### config.mk
export PLATFORM = sky130hd
export DESIGN_NAME = websocket_frame_deframer_flat
export DESIGN_NICKNAME = d
export VERILOG_FILES = /design/src/rtl/wdf_pkg.sv /design/src/rtl/wdf_if.sv /design/src/rtl/wdf_front.sv /design/src/rtl/wdf_queue.sv /design/src/rtl/wdf_back.sv /design/src/rtl/websocket_frame_deframer.sv /design/src/flat_wrapper.sv
export VERILOG_INCLUDE_DIRS = /design/src /design/src/rtl
export SDC_FILE = /design/constraint.sdc
export NUM_CORES = 1
export LEC_CHECK = 0
export ABC_AREA = 0
export BUFFER_PORTS_ARGS = -buffer_cell sky130_fd_sc_hd__buf_2
export CELL_PAD_IN_SITES_DETAIL_PLACEMENT = 2
export CELL_PAD_IN_SITES_GLOBAL_PLACEMENT = 2
export CORE_MARGIN = 2
export CORE_UTILIZATION = 44
export CTS_CLUSTER_DIAMETER = 120
export CTS_CLUSTER_SIZE = 24
export DETAILED_ROUTE_END_ITERATION = 6
export PLACE_DENSITY = 0.85
export SYNTH_ARGS = -nofsm -noshare
export SYNTH_HDL_FRONTEND = slang
export SYNTH_SLANG_ARGS = --single-unit
### constraint.sdc
create_clock -name clk -period 11.1 [get_ports clk]
set_input_delay 0.555 -clock clk [delete_from_list [all_inputs] [get_ports clk]]
set_output_delay 0.555 -clock clk [all_outputs]
set_load 0.1 [all_outputs]
### src/rtl/assert_macros.svh
// Assertion helpers shared by the deframer RTL.
// Each helper is a clocked property check, disabled while reset is high.
`ifndef ASSERT_MACROS_SVH
`define ASSERT_MACROS_SVH

`ifndef SYNTH

`define WDF_ASSERT(lbl, clk, rst, prop) \
  lbl: assert property (@(posedge clk) disable iff (rst) prop) \
    else $error("deframer check failed");

`define WDF_ASSERT_NEVER(lbl, clk, rst, cond) \
  `WDF_ASSERT(lbl, clk, rst, !(cond))

`else

`define WDF_ASSERT(lbl, clk, rst, prop)

`define WDF_ASSERT_NEVER(lbl, clk, rst, cond)

`endif

`endif

### src/rtl/wdf_pkg.sv
package wdf_pkg;

  // Default depth of the command queue between front and back
  localparam int QUEUE_DEPTH = 2;

  // Length codes in the second header byte
  localparam logic [6:0] LEN_CODE_16 = 7'd126;
  localparam logic [6:0] LEN_CODE_64 = 7'd127;

  // Result kinds
  localparam logic KIND_HEADER = 1'b0;
  localparam logic KIND_DATA   = 1'b1;

  localparam logic UNMASK_RESET = 1'b1;

  // One result transaction as it travels from front to back
  typedef struct packed {
    logic        kind;
    logic        fin;
    logic [3:0]  opcode;
    logic        masked;
    logic [63:0] payload_length;
    logic [31:0] key_word;
    logic [7:0]  raw_byte;
    logic [1:0]  key_idx;
    logic        apply_mask;
    logic        last;
  } wdf_cmd_t;

endpackage

### src/rtl/wdf_if.sv
// Input byte channel
interface wdf_in_if;
  logic       valid;
  logic       ready;
  logic [7:0] in_byte;

  modport source (output valid, output in_byte, input ready);
  modport sink (input valid, input in_byte, output ready);
endinterface

// Result channel
interface wdf_out_if;
  logic        valid;
  logic        ready;
  logic        kind;
  logic        fin;
  logic [3:0]  opcode;
  logic        masked;
  logic [63:0] payload_length;
  logic [31:0] key_word;
  logic [7:0]  data_byte;
  logic        last;

  modport source (output valid, output kind, output fin, output opcode, output masked,
                  output payload_length, output key_word, output data_byte,
                  output last, input ready);
  modport sink (input valid, input kind, input fin, input opcode, input masked,
                input payload_length, input key_word, input data_byte,
                input last, output ready);
endinterface

// Configuration write channel
interface wdf_cfg_if;
  logic valid;
  logic ready;
  logic unmask_enable;

  modport source (output valid, output unmask_enable, input ready);
  modport sink (input valid, input unmask_enable, output ready);
endinterface

### src/rtl/wdf_front.sv
`include "assert_macros.svh"

module wdf_front import wdf_pkg::*; (
  input  logic     clk,
  input  logic     rst,
  wdf_in_if.sink   rx,
  wdf_cfg_if.sink  cfg,
  input  logic     q_space,
  output logic     push,
  output wdf_cmd_t push_cmd
);

  localparam logic [2:0] PH_BYTE1   = 3'd0;
  localparam logic [2:0] PH_BYTE2   = 3'd1;
  localparam logic [2:0] PH_EXTLEN  = 3'd2;
  localparam logic [2:0] PH_KEY     = 3'd3;
  localparam logic [2:0] PH_PAYLOAD = 3'd4;

  logic [2:0]  phase, phase_next;
  logic [3:0]  ext_left, ext_left_next;
  logic [63:0] len_acc, len_acc_next;
  logic [63:0] remaining, remaining_next;
  logic [31:0] key_reg, key_reg_next;
  logic [1:0]  key_idx, key_idx_next;
  logic        fin, fin_next;
  logic [3:0]  opcode, opcode_next;
  logic        masked, masked_next;
  logic        unmask_enable;

  logic        accept;
  logic        hdr_done;
  logic        len_done;
  logic        data_out;
  logic        data_last;
  logic [7:0]  b;

  assign rx.ready  = q_space;
  assign cfg.ready = 1'b1;
  assign accept    = rx.valid && rx.ready;
  assign b         = rx.in_byte;

  always_comb begin
    phase_next     = phase;
    ext_left_next  = ext_left;
    len_acc_next   = len_acc;
    remaining_next = remaining;
    key_reg_next   = key_reg;
    key_idx_next   = key_idx;
    fin_next       = fin;
    opcode_next    = opcode;
    masked_next    = masked;
    hdr_done       = 1'b0;
    len_done       = 1'b0;
    data_out       = 1'b0;
    data_last      = 1'b0;

    case (phase)
      PH_BYTE2: begin
        masked_next  = b[7];
        len_acc_next = '0;
        if (b[6:0] == LEN_CODE_16) begin
          ext_left_next = 4'd2;
          phase_next    = PH_EXTLEN;
        end else if (b[6:0] == LEN_CODE_64) begin
          ext_left_next = 4'd8;
          phase_next    = PH_EXTLEN;
        end else begin
          len_acc_next = {57'd0, b[6:0]};
          len_done     = 1'b1;
        end
      end
      PH_EXTLEN: begin
        len_acc_next  = {len_acc[55:0], b};
        ext_left_next = ext_left - 4'd1;
        len_done      = (ext_left_next == 4'd0);
      end
      PH_KEY: begin
        key_reg_next = {key_reg[23:0], b};
        if (key_idx == 2'd3) begin
          hdr_done = 1'b1;
        end else begin
          key_idx_next = key_idx + 2'd1;
        end
      end
      PH_PAYLOAD: begin
        key_idx_next   = key_idx + 2'd1;
        remaining_next = remaining - 64'd1;
        data_out       = 1'b1;
        data_last      = (remaining_next == 64'd0);
        if (data_last) begin
          phase_next = PH_BYTE1;
        end
      end
      default: begin
        fin_next       = b[7];
        opcode_next    = b[3:0];
        masked_next    = 1'b0;
        key_reg_next   = '0;
        key_idx_next   = '0;
        ext_left_next  = '0;
        len_acc_next   = '0;
        remaining_next = '0;
        phase_next     = PH_BYTE2;
      end
    endcase

    // Length known: collect the key or close out the header
    if (len_done) begin
      if (masked_next) begin
        key_idx_next = '0;
        key_reg_next = '0;
        phase_next   = PH_KEY;
      end else begin
        hdr_done = 1'b1;
      end
    end

    if (hdr_done) begin
      key_idx_next = '0;
      if (len_acc_next == 64'd0) begin
        phase_next = PH_BYTE1;
      end else begin
        remaining_next = len_acc_next;
        phase_next     = PH_PAYLOAD;
      end
    end
  end

  always_comb begin
    push                    = accept && (hdr_done || data_out);
    push_cmd.kind           = data_out ? KIND_DATA : KIND_HEADER;
    push_cmd.fin            = fin_next;
    push_cmd.opcode         = opcode_next;
    push_cmd.masked         = masked_next;
    push_cmd.payload_length = len_acc_next;
    push_cmd.key_word       = key_reg_next;
    push_cmd.raw_byte       = data_out ? b : 8'd0;
    push_cmd.key_idx        = key_idx;
    push_cmd.apply_mask     = data_out && masked && unmask_enable;
    push_cmd.last           = data_out ? data_last : (len_acc_next == 64'd0);
  end

  always_ff @(posedge clk) begin
    if (rst) begin
      phase         <= PH_BYTE1;
      ext_left      <= '0;
      len_acc       <= '0;
      remaining     <= '0;
      key_reg       <= '0;
      key_idx       <= '0;
      fin           <= 1'b0;
      opcode        <= '0;
      masked        <= 1'b0;
      unmask_enable <= UNMASK_RESET;
    end else begin
      if (cfg.valid) begin
        unmask_enable <= cfg.unmask_enable;
      end
      if (accept) begin
        phase     <= phase_next;
        ext_left  <= ext_left_next;
        len_acc   <= len_acc_next;
        remaining <= remaining_next;
        key_reg   <= key_reg_next;
        key_idx   <= key_idx_next;
        fin       <= fin_next;
        opcode    <= opcode_next;
        masked    <= masked_next;
      end
    end
  end

  `WDF_ASSERT(a_payload_nonzero, clk, rst, (phase == PH_PAYLOAD) |-> (remaining != 64'd0))
  `WDF_ASSERT(a_payload_pushes, clk, rst, (accept && phase == PH_PAYLOAD) |-> push)
  `WDF_ASSERT_NEVER(a_push_no_space, clk, rst, push && !q_space)

endmodule

### src/rtl/wdf_queue.sv
`include "assert_macros.svh"

module wdf_queue import wdf_pkg::*; #(
  parameter int Depth = QUEUE_DEPTH
) (
  input  logic     clk,
  input  logic     rst,
  input  logic     push,
  input  wdf_cmd_t push_cmd,
  output logic     space,
  input  logic     pop,
  output logic     avail,
  output wdf_cmd_t head
);

  localparam int PTR_W = $clog2(Depth);
  localparam int CNT_W = $clog2(Depth + 1);

  wdf_cmd_t entries [Depth];

  logic [PTR_W-1:0] wr_ptr;
  logic [PTR_W-1:0] rd_ptr;
  logic [CNT_W-1:0] count;

  assign space = (count != CNT_W'(Depth));
  assign avail = (count != '0);
  assign head  = entries[rd_ptr];

  always_ff @(posedge clk) begin
    if (push) begin
      entries[wr_ptr] <= push_cmd;
    end
  end

  always_ff @(posedge clk) begin
    if (rst) begin
      wr_ptr <= '0;
      rd_ptr <= '0;
      count  <= '0;
    end else begin
      if (push) begin
        wr_ptr <= (wr_ptr == PTR_W'(Depth - 1)) ? '0 : wr_ptr + PTR_W'(1);
      end
      if (pop) begin
        rd_ptr <= (rd_ptr == PTR_W'(Depth - 1)) ? '0 : rd_ptr + PTR_W'(1);
      end
      case ({push, pop})
        2'b10:   count <= count + CNT_W'(1);
        2'b01:   count <= count - CNT_W'(1);
        default: count <= count;
      endcase
    end
  end

  `WDF_ASSERT_NEVER(a_pop_empty, clk, rst, pop && !avail)
  `WDF_ASSERT(a_count_bound, clk, rst, count <= CNT_W'(Depth))
  `WDF_ASSERT(a_ptr_track, clk, rst, (count == '0) |-> (wr_ptr == rd_ptr))

endmodule

### src/rtl/wdf_back.sv
`include "assert_macros.svh"

module wdf_back import wdf_pkg::*; (
  input  logic       clk,
  input  logic       rst,
  input  logic       avail,
  input  wdf_cmd_t   head,
  output logic       pop,
  wdf_out_if.source  tx
);

  logic        out_valid;
  wdf_cmd_t    out_cmd;
  logic [7:0]  out_data;
  logic [7:0]  key_byte;

  assign pop = avail && (!out_valid || tx.ready);

  // Pick the key byte for this payload position, first key byte at index zero
  always_comb begin
    case (head.key_idx)
      2'd0:    key_byte = head.key_word[31:24];
      2'd1:    key_byte = head.key_word[23:16];
      2'd2:    key_byte = head.key_word[15:8];
      default: key_byte = head.key_word[7:0];
    endcase
  end

  always_ff @(posedge clk) begin
    if (rst) begin
      out_valid <= 1'b0;
    end else if (pop) begin
      out_valid <= 1'b1;
    end else if (tx.ready) begin
      out_valid <= 1'b0;
    end
  end

  always_ff @(posedge clk) begin
    if (pop) begin
      out_cmd  <= head;
      out_data <= head.apply_mask ? (head.raw_byte ^ key_byte) : head.raw_byte;
    end
  end

  assign tx.valid          = out_valid;
  assign tx.kind           = out_cmd.kind;
  assign tx.fin            = out_cmd.fin;
  assign tx.opcode         = out_cmd.opcode;
  assign tx.masked         = out_cmd.masked;
  assign tx.payload_length = out_cmd.payload_length;
  assign tx.key_word       = out_cmd.key_word;
  assign tx.data_byte      = out_data;
  assign tx.last           = out_cmd.last;

  `WDF_ASSERT(a_load_shows, clk, rst, pop |=> out_valid)
  `WDF_ASSERT_NEVER(a_hdr_data, clk, rst, out_valid && out_cmd.kind == KIND_HEADER && |out_data)
  `WDF_ASSERT(a_hold, clk, rst, (out_valid && !tx.ready) |=> out_valid && $stable(out_data))

endmodule

### src/rtl/websocket_frame_deframer.sv
// WebSocket (RFC 6455) frame deframer. Feed the received stream one byte per rx transaction;
// the block parses FIN/opcode, the MASK bit, the 7-bit, 16-bit or 64-bit big-endian length and
// the optional 4-byte mask key (RSV bits are ignored), then emits one header transaction
// (kind 0, last set when the frame is empty) followed by one tx transaction per payload byte
// (kind 1), XORed with the rotating key byte when the frame is masked and unmask_enable is 1;
// last marks the final payload byte. Header bytes themselves produce no tx transaction. Every
// result repeats the current frame's fin, opcode, masked, payload_length and key_word
// (key_word zero for unmasked frames). Throughput is one byte per clock cycle sustained: the
// parser takes a byte every cycle while the command queue has room, and the output register
// drains one entry per cycle while tx.ready is high. Each result is written into a queue entry
// when its byte is accepted and then loaded into the output register before it is presented on
// tx; with QueueDepth entries of queue plus the output register, up to QueueDepth + 1 results
// may wait on a stalled tx before rx.ready drops.
// Write unmask_enable (reset value 1) through cfg only while no frame data is in flight.
module websocket_frame_deframer import wdf_pkg::*; #(
  parameter int QueueDepth = QUEUE_DEPTH
) (
  input  logic      clk,
  input  logic      rst,
  wdf_in_if.sink    rx,
  wdf_out_if.source tx,
  wdf_cfg_if.sink   cfg
);

  // Front to queue
  logic     push;
  wdf_cmd_t push_cmd;
  logic     q_space;

  // Queue to back
  logic     pop;
  logic     q_avail;
  wdf_cmd_t q_head;

  // Parse header bytes, track the frame and classify each byte
  wdf_front u_front (
    .clk      (clk),
    .rst      (rst),
    .rx       (rx),
    .cfg      (cfg),
    .q_space  (q_space),
    .push     (push),
    .push_cmd (push_cmd)
  );

  // Decouple parsing from output backpressure
  wdf_queue #(
    .Depth (QueueDepth)
  ) u_queue (
    .clk      (clk),
    .rst      (rst),
    .push     (push),
    .push_cmd (push_cmd),
    .space    (q_space),
    .pop      (pop),
    .avail    (q_avail),
    .head     (q_head)
  );

  // Unmask payload bytes and hold each result until tx takes it
  wdf_back u_back (
    .clk   (clk),
    .rst   (rst),
    .avail (q_avail),
    .head  (q_head),
    .pop   (pop),
    .tx    (tx)
  );

endmodule

### src/flat_wrapper.sv
// flat-port wrapper written by rule: the top's interface ports become plain ports
module websocket_frame_deframer_flat import wdf_pkg::*;
#(
  parameter int QueueDepth = QUEUE_DEPTH
)
  (clk, rst, rx_valid, rx_in_byte, rx_ready, tx_valid, tx_kind, tx_fin, tx_opcode, tx_masked, tx_payload_length, tx_key_word, tx_data_byte, tx_last, tx_ready, cfg_valid, cfg_unmask_enable, cfg_ready);
  wdf_in_if rx_i ();
  wdf_out_if tx_i ();
  wdf_cfg_if cfg_i ();
  input  logic clk;
  input  logic rst;
  input wire logic [$bits(rx_i.valid)-1:0] rx_valid;
  input wire logic [$bits(rx_i.in_byte)-1:0] rx_in_byte;
  output wire logic [$bits(rx_i.ready)-1:0] rx_ready;
  output wire logic [$bits(tx_i.valid)-1:0] tx_valid;
  output wire logic [$bits(tx_i.kind)-1:0] tx_kind;
  output wire logic [$bits(tx_i.fin)-1:0] tx_fin;
  output wire logic [$bits(tx_i.opcode)-1:0] tx_opcode;
  output wire logic [$bits(tx_i.masked)-1:0] tx_masked;
  output wire logic [$bits(tx_i.payload_length)-1:0] tx_payload_length;
  output wire logic [$bits(tx_i.key_word)-1:0] tx_key_word;
  output wire logic [$bits(tx_i.data_byte)-1:0] tx_data_byte;
  output wire logic [$bits(tx_i.last)-1:0] tx_last;
  input wire logic [$bits(tx_i.ready)-1:0] tx_ready;
  input wire logic [$bits(cfg_i.valid)-1:0] cfg_valid;
  input wire logic [$bits(cfg_i.unmask_enable)-1:0] cfg_unmask_enable;
  output wire logic [$bits(cfg_i.ready)-1:0] cfg_ready;
  assign rx_i.valid = rx_valid;
  assign rx_i.in_byte = rx_in_byte;
  assign rx_ready = rx_i.ready;
  assign tx_valid = tx_i.valid;
  assign tx_kind = tx_i.kind;
  assign tx_fin = tx_i.fin;
  assign tx_opcode = tx_i.opcode;
  assign tx_masked = tx_i.masked;
  assign tx_payload_length = tx_i.payload_length;
  assign tx_key_word = tx_i.key_word;
  assign tx_data_byte = tx_i.data_byte;
  assign tx_last = tx_i.last;
  assign tx_i.ready = tx_ready;
  assign cfg_i.valid = cfg_valid;
  assign cfg_i.unmask_enable = cfg_unmask_enable;
  assign cfg_ready = cfg_i.ready;
  websocket_frame_deframer #(.QueueDepth(QueueDepth)) u_core (.clk(clk), .rst(rst), .rx(rx_i), .tx(tx_i), .cfg(cfg_i));
endmodule
Word-level counts from Yosys, hierarchy flattened
Memories as Yosys holds them, arrays and structs flattened. A register that Yosys moved wholly into a read port is not among the register bits. Index checks and enable logic that the tools add are counted. W data, S select, Z words.

Register bits after elaboration: 293. Bits in writable memories: 230. Input bits: 14. Output and inout port bits: 115. Memories kept: 1.

$add $sub $neg: 7. Equal/unequal tests: 13. Muxes and demuxes: 51. Bitwise operators: 2. Reduce and logical (&&, ||, !) cells: 23.

Memories: u_core.u_queue.entries (depth 2, width 115, rd ports 1, clocked after Yosys merged registers in 1, write ports 1, RTL line wdf_queue.sv:19) `wdf_cmd_t entries [Depth];`.

Operators by type and width (number): $pmux W64 S3 (1); $logic_not A64 Y1 (2); $mux W64 (2); $pmux W64 S2 (1); $mux W32 (2); $pmux W32 S2 (1); $sub A64 B1 Y64 const B (1); $pmux W8 S3 (1); $mux W3 (7); $mux W1 (19); $mux W8 (2); $eq A7 B7 Y1 const B (2); $mux W7 (2); $mux W4 (3); $pmux W4 S3 (1); $pmux W3 S3 (1); $reduce_or A3 Y1 (3); $mux W2 (4); $xor A8 B8 Y8 (1); $eq A2 B2 Y1 const B (3); $eq A3 B2 Y1 const B (2); $pmux W2 S3 (1); $reduce_bool A2 Y1 (3); $reduce_or A2 Y1 (3); 19 further kinds (28).

Depth between registers and ports, before layout
Gate-level depths: netlist (run 1).

Depth after elaboration: 9. Mapped depth: 14.

Cells and area by module
From an unflattened synthesis (run 1), not the netlist that was laid out.

Cell total of the unflattened synthesis: 2137. Area, all modules: 24173.2 um^2.

Modules (own cells, without submodules): wdf_front (instances 1, cells an instance 1603, area each 11747.5 um^2); wdf_queue (instances 1, cells an instance 380, area each 8697.1 um^2); wdf_back (instances 1, cells an instance 154, area each 3728.6 um^2).

Worst setup path before layout (run 1)
Ideal clock, no wire load.

Kind: register -> register. Start: register u_core.u_front.phase[0]. End: memory u_core.u_queue.entries[0][0] in the netlist's numbering, enable pin. Library setup time: 590 ps. Arrival: 6840 ps. Required time: 10510 ps. Path slack: 3670 ps. Cell stages (with the launch flop): 10. Path buffers: 2. Clock period less this slack: 7430 ps. Cells stage by stage: dfxtp_1 -> clkbuf_1 -> buf_2 -> inv_1 -> or3_1 -> a21oi_1 -> a22oi_1 -> a21oi_1 -> inv_1 -> nor2_1.

Word-level cells in the longest chain between the ends: 9. Elaborated cells between the ends (all ways): 15.

RTL lines: from (decl) (RTL line wdf_front.sv:19) `logic [2:0] phase, phase_next;`; from (signal assigned) (RTL line wdf_front.sv:160) `phase <= phase_next;`; $eq A3 B3 Y1 or $eq A3 B2 Y1 (tied branches) (RTL line wdf_front.sv:57) `case (phase)`; $reduce_or A3 Y1 (no line); $pmux W1 S2 (RTL line wdf_front.sv:57); $mux W1 (RTL line wdf_front.sv:109) `if (masked_next) begin`; $mux W1 (RTL line wdf_front.sv:108) `if (len_done) begin`; $logic_or A1 B1 Y1 (*) (RTL line wdf_front.sv:130) `push = accept && (hdr_done || data_out);`; $logic_and A1 B1 Y1 (*) (RTL line wdf_front.sv:130); $mux W1 (*) (RTL line wdf_queue.sv:30) `if (push) begin`; $mux W1 (implied by the code) (*) (RTL line wdf_queue.sv:31) `entries[wr_ptr] <= push_cmd;`; to (decl) (RTL line wdf_queue.sv:19).

Mark *: on every way between the ends. The rest lies on a longest branch, timed or not.

Final worst setup path (run 1)
Start: register u_core.u_front.phase[1]. End: memory u_core.u_queue.entries[0][56] in the netlist's numbering, enable pin.

Same word-level chain as after synthesis.

==> load_flow_metrics.sql, run 1 <==
INSERT INTO impl_metrics (metric_group, metric, value, unit) VALUES
('job', 'maxCapViolations', '0', ''),
('clock_network', 'cts.path.max_buffers', '3', ''),
('pwr', 'intPower', '4.08', 'mW'),
('route', 'drtAntennaViolNets', '0', ''),
('timing', 'finalHoldViolations', '0', ''),
('clock_network', 'hold_buffers', '0', ''),
('global_routing', 'track_usage', '31.6', '%'),
('yosys', 'synth-edff-count', '342', ''),
('layout', 'post_route_cells_drive_above_1_share', '15.5', '%'),
('pwr', 'power.leakage', '8.85', 'nW'),
('global_routing', 'grt_start_max_net_pins', '94', ''),
('critical_path', 'critPathCaptureType', 'flop', ''),
('timing', 'tns', '0', 'ps'),
('pwr', 'vdd_drop_max', '0.219', 'mV'),
('global_routing', 'number_of_antenna_violations_at_the_first_check_in_global_routing', '5', ''),
('timing', 'tightest_slew', '1400', 'ps'),
('timing', 'max-slew-margin-rel', '6.11', '%'),
('timing', 'timing.final.max_slew_violations', '0', ''),
('yosys', 'synth.cell_area', '0.0239', 'mm^2'),
('route', 'wl_per_cell', '30.7', 'um'),
('pwr', 'p_per_cell_area', '329', 'mW/mm^2'),
('critical_path', 'crit_path_cell_chain', 'buf_4 > and3b_2 > buf_4 > a22oi_1 > buf_4 > a21oi_1 > inv_1 > nor2_4 > buf_4 > buf_4', ''),
('yosys', 'post-synth-top-area-fraction', '43.0', '%'),
('timing', 'final.setup.worst_slack', '5130', 'ps'),
('worst_hold_path', 'worst_hold_path.num_cells', '2', ''),
('timing', 'clock_skew', '29.4', 'ps'),
('clock_network', 'root_buffer_master', 'sky130_fd_sc_hd__clkbuf_16', ''),
('global_routing', 'via_count_of_the_first_global_routing_pass', '20200', ''),
('die', 'design.die.area', '0.0562', 'mm^2'),
('route', 'wl', '89800', 'um'),
('critical_path', 'start_kind', 'flop', ''),
('place', 'io_buffer_count', '127', ''),
('route', 'total_number_of_vias', '18900', ''),
('global_routing', 'grt_pass1_wl', '134000', 'um'),
('outcome', 'run_status', 'completed', ''),
('die', 'floorplan.die.width', '237', 'um'),
('clock_network', 'cts.clk_slew.worst_paths', '110', 'ps'),
('yosys', 'synthDominantAreaCellType', 'sky130_fd_sc_hd__edfxtp_1', ''),
('critical_path', 'rr_worst_depth', '10', ''),
('timing', 'timing.fmax', '0.167', 'GHz'),
('yosys', 'synth.top_cells.by_area', 'sky130_fd_sc_hd__edfxtp_1 43%, sky130_fd_sc_hd__dfxtp_1 15%, sky130_fd_sc_hd__mux2_2 5.5%', ''),
('yosys', 'synth-seq-area-share', '58.2', '%'),
('pwr', 'sw_frac_of_total', '51.8', '%'),
('die', 'design.core.area', '0.0538', 'mm^2'),
('place', 'finalWeightedCongestion', '0.898', ''),
('yosys', 'synth_top_flop_cell', 'sky130_fd_sc_hd__edfxtp_1', ''),
('yosys', 'number_of_storage_elements_in_the_synthesis_netlist', '524', ''),
('yosys', 'synth_fp_nets', '2226', ''),
('die', 'floorplan.initialDensity', '44.4', '%'),
('critical_path', 'critical-path-top-cell-by-count', 'sky130_fd_sc_hd__buf_4', ''),
('pwr', 'netSwitchingPower', '4.39', 'mW'),
('route', 'avgViaCountPerCell', '6.47', ''),
('pwr', 'pwr-share-comb', '52.1', '%'),
('layout', 'antenna_cells', '0', ''),
('critical_path', 'timing.critical_path.slowest_stage_cell', 'sky130_fd_sc_hd__dfxtp_2', ''),
('route', 'detailedRoute.firstPassIterationCount', '5', ''),
('clock_network', 'cts-htree-levels', '1', ''),
('critical_path', 'cp.required', '11310', 'ps'),
('worst_hold_path', 'hold_path.class', 'in2reg', ''),
('timing', 'rsz_0062_raised_after_global_routing', 'no', ''),
('clock_network', 'setup_buffers_after_cts', '0', ''),
('yosys', 'synth.most_common_cell', 'sky130_fd_sc_hd__edfxtp_1', ''),
('die', 'num_rows', '85', ''),
('yosys', 'syn_area_per_cell', '10.8', 'um^2'),
('clock_network', 'cts_num_sinks', '524', ''),
('clock_network', 'cts-resized-gates', '0', ''),
('critical_path', 'crit_path_max_fanout', '60', ''),
('yosys', 'yosys-top-cells-count', '342 x sky130_fd_sc_hd__edfxtp_1, 234 x sky130_fd_sc_hd__nor2_1, 229 x sky130_fd_sc_hd__nand2_1', ''),
('layout', 'largest_reg_flops', '230', ''),
('yosys', 'synth_cell_types', '79', ''),
('timing', 'fin_crit', '5970', 'ps');
## power groups by stage
stage          clock network, mW  logic (mW)  registers, mW
6_report                    1.13        4.42           2.93
5_1_grt                     1.20        4.65           2.97
4_1_cts                     1.14        4.40           2.93
3_5_place_dp                   0        4.36           2.97
3_3_place_gp                   0        4.17           2.89
2_1_floorplan                  0        1.96           4.21
## final cells by class
class / count / area, um^2 / share of cell area (%)
Sequential cell: 524 / 13900 / 54.1
Multi-Input combinational cell: 1482 / 9250 / 35.9
Tap cell: 696 / 871 / 3.38
Timing Repair Buffer: 155 / 852 / 3.31
Clock buffer: 45 / 743 / 2.89
Inverter: 19 / 71.3 / 0.277
Clock inverter: 3 / 33.8 / 0.131
## final timing paths
path / from / end / slack, ps
max reg2reg: u_core.u_front.phase[1] / u_core.u_queue.entries[0][56] / 5130
min: cfg_unmask_enable / u_core.u_front.unmask_enable / 170
max: u_core.u_front.phase[1] / u_core.u_queue.entries[0][56] / 5130
min reg2reg: u_core.u_front.key_reg[12] / u_core.u_front.key_reg[12] / 490
## through the flow
stage | std cells | area (um^2) | power, mW | util [%] | hold slack [ps]
floorplan | 2204 | 23900 | 6.17 | - | 436
global placement | 2876 | 25000 | 7.06 | 46.4 | 442
detailed placement | 2876 | 25000 | 7.33 | 46.4 | 457
CTS | 2924 | 25700 | 8.47 | 47.8 | 151
global route | 2924 | 25700 | 8.82 | 47.8 | 156
finish | 2924 | 25700 | 8.48 | 47.8 | 167
## worst max-delay path, delay by kind of cell (launching register included)
kind / cells / cell delay (ps)
buffers and inverters: 6 / 2880
flip-flops: 1 / 810
AO/OA/AOI/OAI: 2 / 630
AND/OR/NAND/NOR: 2 / 1100
## placed cells by master (no fill, tap or decap), types with 7 or more instances in the layout
| cell type | n |
|---|---|
| sky130_fd_sc_hd__a2111oi_0 | 8 |
| sky130_fd_sc_hd__a211o_1 | 7 |
| sky130_fd_sc_hd__a21o_1 | 9 |
| sky130_fd_sc_hd__a21oi_1 | 155 |
| sky130_fd_sc_hd__a22o_1 | 33 |
| sky130_fd_sc_hd__a22oi_1 | 59 |
| sky130_fd_sc_hd__a32oi_1 | 7 |
| sky130_fd_sc_hd__and3_1 | 13 |
| sky130_fd_sc_hd__buf_2 | 126 |
| sky130_fd_sc_hd__buf_4 | 28 |
| sky130_fd_sc_hd__clkbuf_1 | 18 |
| sky130_fd_sc_hd__clkbuf_16 | 27 |
| sky130_fd_sc_hd__dfxtp_1 | 179 |
| sky130_fd_sc_hd__edfxtp_1 | 342 |
| sky130_fd_sc_hd__ha_1 | 8 |
| sky130_fd_sc_hd__inv_1 | 19 |
| sky130_fd_sc_hd__mux2_2 | 117 |
| sky130_fd_sc_hd__mux2i_1 | 19 |
| sky130_fd_sc_hd__nand2_1 | 228 |
| sky130_fd_sc_hd__nand3_1 | 30 |
| sky130_fd_sc_hd__nand3b_1 | 31 |
| sky130_fd_sc_hd__nand4_1 | 20 |
| sky130_fd_sc_hd__nor2_1 | 231 |
| sky130_fd_sc_hd__nor2b_1 | 20 |
| sky130_fd_sc_hd__nor3_1 | 89 |
| sky130_fd_sc_hd__nor4_1 | 42 |
| sky130_fd_sc_hd__nor4bb_1 | 12 |
| sky130_fd_sc_hd__o211ai_1 | 57 |
| sky130_fd_sc_hd__o21ai_0 | 71 |
| sky130_fd_sc_hd__o221ai_1 | 17 |
| sky130_fd_sc_hd__o311ai_0 | 9 |
| sky130_fd_sc_hd__or2_2 | 12 |
| sky130_fd_sc_hd__or3_1 | 19 |
| sky130_fd_sc_hd__or4_1 | 7 |
| sky130_fd_sc_hd__xnor2_1 | 32 |
| sky130_fd_sc_hd__xor2_1 | 15 |
## cells by family (layout without fill, tap and decap cells)
family / count (synthesis) / in the layout / synth area share [%]
other: 1 / 1 / 0.0157
adders and majority gates: 8 / 8 / 0.419
muxes: 137 / 137 / 6.35
and+or+nand+nor: 810 / 810 / 16.8
xor gates and xnor gates: 47 / 47 / 1.72
AOI/OAI and AO/OA: 479 / 479 / 13.2
DFF: 524 / 524 / 58.2
buffers and inverters: 198 / 222 / 3.32
## per-layer routing
metal  global-route usage (%)  vias up  part of all wire, %
li1                         -     8163                    -
met1                     41.1     9904                   41
met2                     55.1      682                   50
met3                     3.50      163                  5.6
met4                     10.1        2                  3.3
met5                        0        -                0.014
(Power assumes the default switching activity.)
==> inputs of run 2 (changes only) <==
- CORE_UTILIZATION: 44 -> 37
- PLACE_DENSITY: 0.85 -> 0.76
- clock period: 11.1 -> 4.9 ns (I/O delays scaled with it)
==> load_flow_metrics.sql, run 2 (synthesis results as in run 1) <==
INSERT INTO impl_metrics (metric_group, metric, value, unit) VALUES
('place', 'io_buffer_count', '127', ''),
('critical_path', 'worst_setup_path_endpoint', 'u_core.u_front.remaining[53]', ''),
('critical_path', 'timing.critical_path.slowest_stage_cell', 'sky130_fd_sc_hd__dfxtp_2', ''),
('critical_path', 'r2r_end', 'u_core.u_front.remaining[53]', ''),
('critical_path', 'cp.required', '5370', 'ps'),
('clock_network', 'cts_tree', 'done', ''),
('die', 'die_y', '258', 'um'),
('place', 'dpl.cell_count', '3057', ''),
('die', 'floorplan.initialDensity', '37.3', '%'),
('critical_path', 'worst-path-buf-inv', '2', ''),
('global_routing', 'number_of_antenna_violations_at_the_first_check_in_global_routing', '0', ''),
('die', 'num_rows', '93', ''),
('pwr', 'power.share.clock', '13.2', '%'),
('pwr', 'netSwitchingPower', '9.78', 'mW'),
('place', 'place_hpwl', '54400', 'um'),
('clock_network', 'cts.path.max_buffers', '3', ''),
('global_routing', 'global_route.usage.met2', '41.0', '%'),
('pwr', 'power_frac_seq', '34.1', '%'),
('die', 'design.core.area', '0.0641', 'mm^2'),
('global_routing', 'busiest_layer', 'met2', ''),
('layout', 'largest_reg_flops', '230', ''),
('global_routing', 'grt.overflow.total', '0', ''),
('layout', 'stdcell_count', '3110', ''),
('timing', 'fin_crit', '4230', 'ps'),
('critical_path', 'cp.depth', '11', ''),
('route', 'drtAntennaViolNets', '0', ''),
('timing', 'finalHoldViolations', '0', ''),
('clock_network', 'root_buffer_master', 'sky130_fd_sc_hd__clkbuf_16', ''),
('pwr', 'intPower', '9.43', 'mW'),
('timing', 'rsz_0062_raised_after_global_routing', 'no', ''),
('route', 'detailedRoute.firstPassIterationCount', '6', ''),
('critical_path', 'worst-endpoint-arrival', '4690', 'ps'),
('clock_network', 'clock_latency', '610', 'ps'),
('pwr', 'p_per_cell_area', '731', 'mW/mm^2'),
('critical_path', 'timing_worst_setup_path_type', 'reg2reg', ''),
('global_routing', 'via_count_of_the_first_global_routing_pass', '19200', ''),
('die', 'floorplan.die.width', '258', 'um'),
('layout', 'final_net_count', '2255', ''),
('critical_path', 'reg2reg_setup_slack', '670', 'ps'),
('pwr', 'vdd_drop_max', '0.322', 'mV'),
('timing', 'timing.fmax', '0.237', 'GHz'),
('global_routing', 'use_met3', '1.76', '%'),
('global_routing', 'grt_pass1_wl', '123000', 'um'),
('route', 'total_number_of_vias', '18300', ''),
('route', 'drc', '0', ''),
('layout', 'post_route_cells_drive_above_1_share', '16.2', '%'),
('route', 'number_of_drc_markers_after_the_initial_detailed_route_iteration', '1429', ''),
('pwr', 'power.leakage', '9.01', 'nW'),
('job', 'maxCapViolations', '0', ''),
('timing', 'tightest_slew', '1080', 'ps'),
('layout', 'layout_commonest_cell', 'sky130_fd_sc_hd__edfxtp_1', ''),
('clock_network', 'cts_num_sinks', '524', ''),
('timing', 'timing.final.max_slew_violations', '0', ''),
('timing', 'timing.final.setup_violations', '0', ''),
('critical_path', 'critical_path.reg2reg.startpoint', 'u_core.u_front.phase[1]', ''),
('pwr', 'sw_frac_of_total', '50.9', '%'),
('pwr', 'finalPower', '19.2', 'mW'),
('critical_path', 'critical-path-max-stage-delay', '820', 'ps'),
('clock_network', 'cts-htree-levels', '1', ''),
('place', 'finalWeightedCongestion', '0.881', ''),
('critical_path', 'start_kind', 'flop', ''),
('clock_network', 'setup_buffers_after_cts', '0', ''),
('global_routing', 'grt_start_max_net_pins', '115', ''),
('critical_path', 'crit_family', 'compound AO/OA/AOI/OAI gates', ''),
('critical_path', 'critPathCaptureType', 'flop', ''),
('timing', 'layout_worst_path_cycle_share', '86.2', '%'),
('clock_network', 'cts_buffers', '26', ''),
('timing', 'clock_skew', '34.1', 'ps'),
('die', 'design.die.area', '0.0667', 'mm^2'),
('die', 'ioPinCount', '129', ''),
('route', 'avgViaCountPerCell', '5.87', ''),
('route', 'wl_per_cell', '25.8', 'um'),
('critical_path', 'crit_path_max_fanout', '45', ''),
('timing', 'max-slew-margin-rel', '27.3', '%'),
('pwr', 'pwr-share-comb', '52.7', '%'),
('critical_path', 'rr_worst_depth', '11', ''),
('clock_network', 'cts.clk_slew.worst_paths', '120', 'ps'),
('critical_path', 'crit_start', 'u_core.u_front.phase[1]', ''),
('layout', 'registers.top_by_ff_count', 'u_core.u_queue.entries', ''),
('global_routing', 'track_usage', '23.6', '%'),
('timing', 'tns', '0', 'ps'),
('critical_path', 'crit_path_cell_chain', 'buf_4 > nor4bb_1 > a211o_1 > or4_1 > nor4_1 > and4_1 > a31o_4 > buf_12 > o221ai_1 > o211ai_1 > a21oi_1', ''),
('layout', 'final_cell_mix', '342 x sky130_fd_sc_hd__edfxtp_1, 231 x sky130_fd_sc_hd__nor2_1, 228 x sky130_fd_sc_hd__nand2_1', ''),
('route', 'wl', '80200', 'um'),
('outcome', 'run_status', 'completed', ''),
('worst_hold_path', 'hold_path.class', 'in2reg', ''),
('layout', 'syn2layout_area_growth', '9.90', '%'),
('global_routing', 'met1_usage', '32.2', '%');
-- run 2: cell count changes in the layout (fill, tap and decap cells not counted), sizes merged --
cell / before / now
clkinv: 2 / 0
inv: 20 / 21
diode: 0 / 2
buf: 155 / 177
dlygate4sd3: 0 / 3
clkbuf: 45 / 46
-- run 2: worst min-delay path by stage --
stage	startpoint	end	cells after the start
3_5_place_dp	u_core.u_front.key_reg[28]	u_core.u_front.key_reg[28]	2
5_1_grt	rx_in_byte[5]	u_core.u_queue.entries[1][9]	2
2_1_floorplan	cfg_unmask_enable	u_core.u_front.unmask_enable	1
4_1_cts	rx_in_byte[5]	u_core.u_queue.entries[1][9]	2
3_3_place_gp	u_core.u_front.key_reg[30]	u_core.u_front.key_reg[30]	2
6_report	rx_in_byte[5]	u_core.u_queue.entries[1][9]	2
-- run 2: area by class of cell --
cell class,instances,area [um^2]
tap,855,1070
multi-input combinational,1482,9250
antenna,2,5.00
fill,6669,37800
sequential,524,13900
timing repair buffer,180,1170
clock buffer,46,747
clock inverter,2,32.5
inverter,19,71.3
-- run 2: power groups by stage --
stage                     Clock (mW)  Combinational [mW]  Sequential, mW
after floorplan                    0                4.45            9.49
after global placement             0                9.81            6.56
after detailed placement           0                10.1            6.65
after CTS                       2.61                10.2            6.55
after global routing            2.76                10.7            6.65
final                           2.54                10.1            6.54
-- run 2: layer usage --
layer,vias up,wire length (um)
met3,91,2800
met1,9574,35800
met2,380,39900
met5,-,0
met4,0,1720
li1,8210,-
-- run 2: timing repair --
action	4_1_cts	5_1_grt
hold buffers	3	0
endpoints found under the setup margin	0	0
gates resized for setup	0	0
hold endpoints to repair	2	0
-- run 2: through the flow --
step | hold slack (ps) | area, um^2 | setup slack (ps) | util (%)
detailed placement | 456 | 25500 | 795 | 39.7
CTS | 94.4 | 26300 | 781 | 41.0
floorplan | 363 | 23900 | 269 | -
global placement | 443 | 25500 | 964 | 39.7
global route | 104 | 26300 | 413 | 41.0
finish | 137 | 26300 | 674 | 41.0
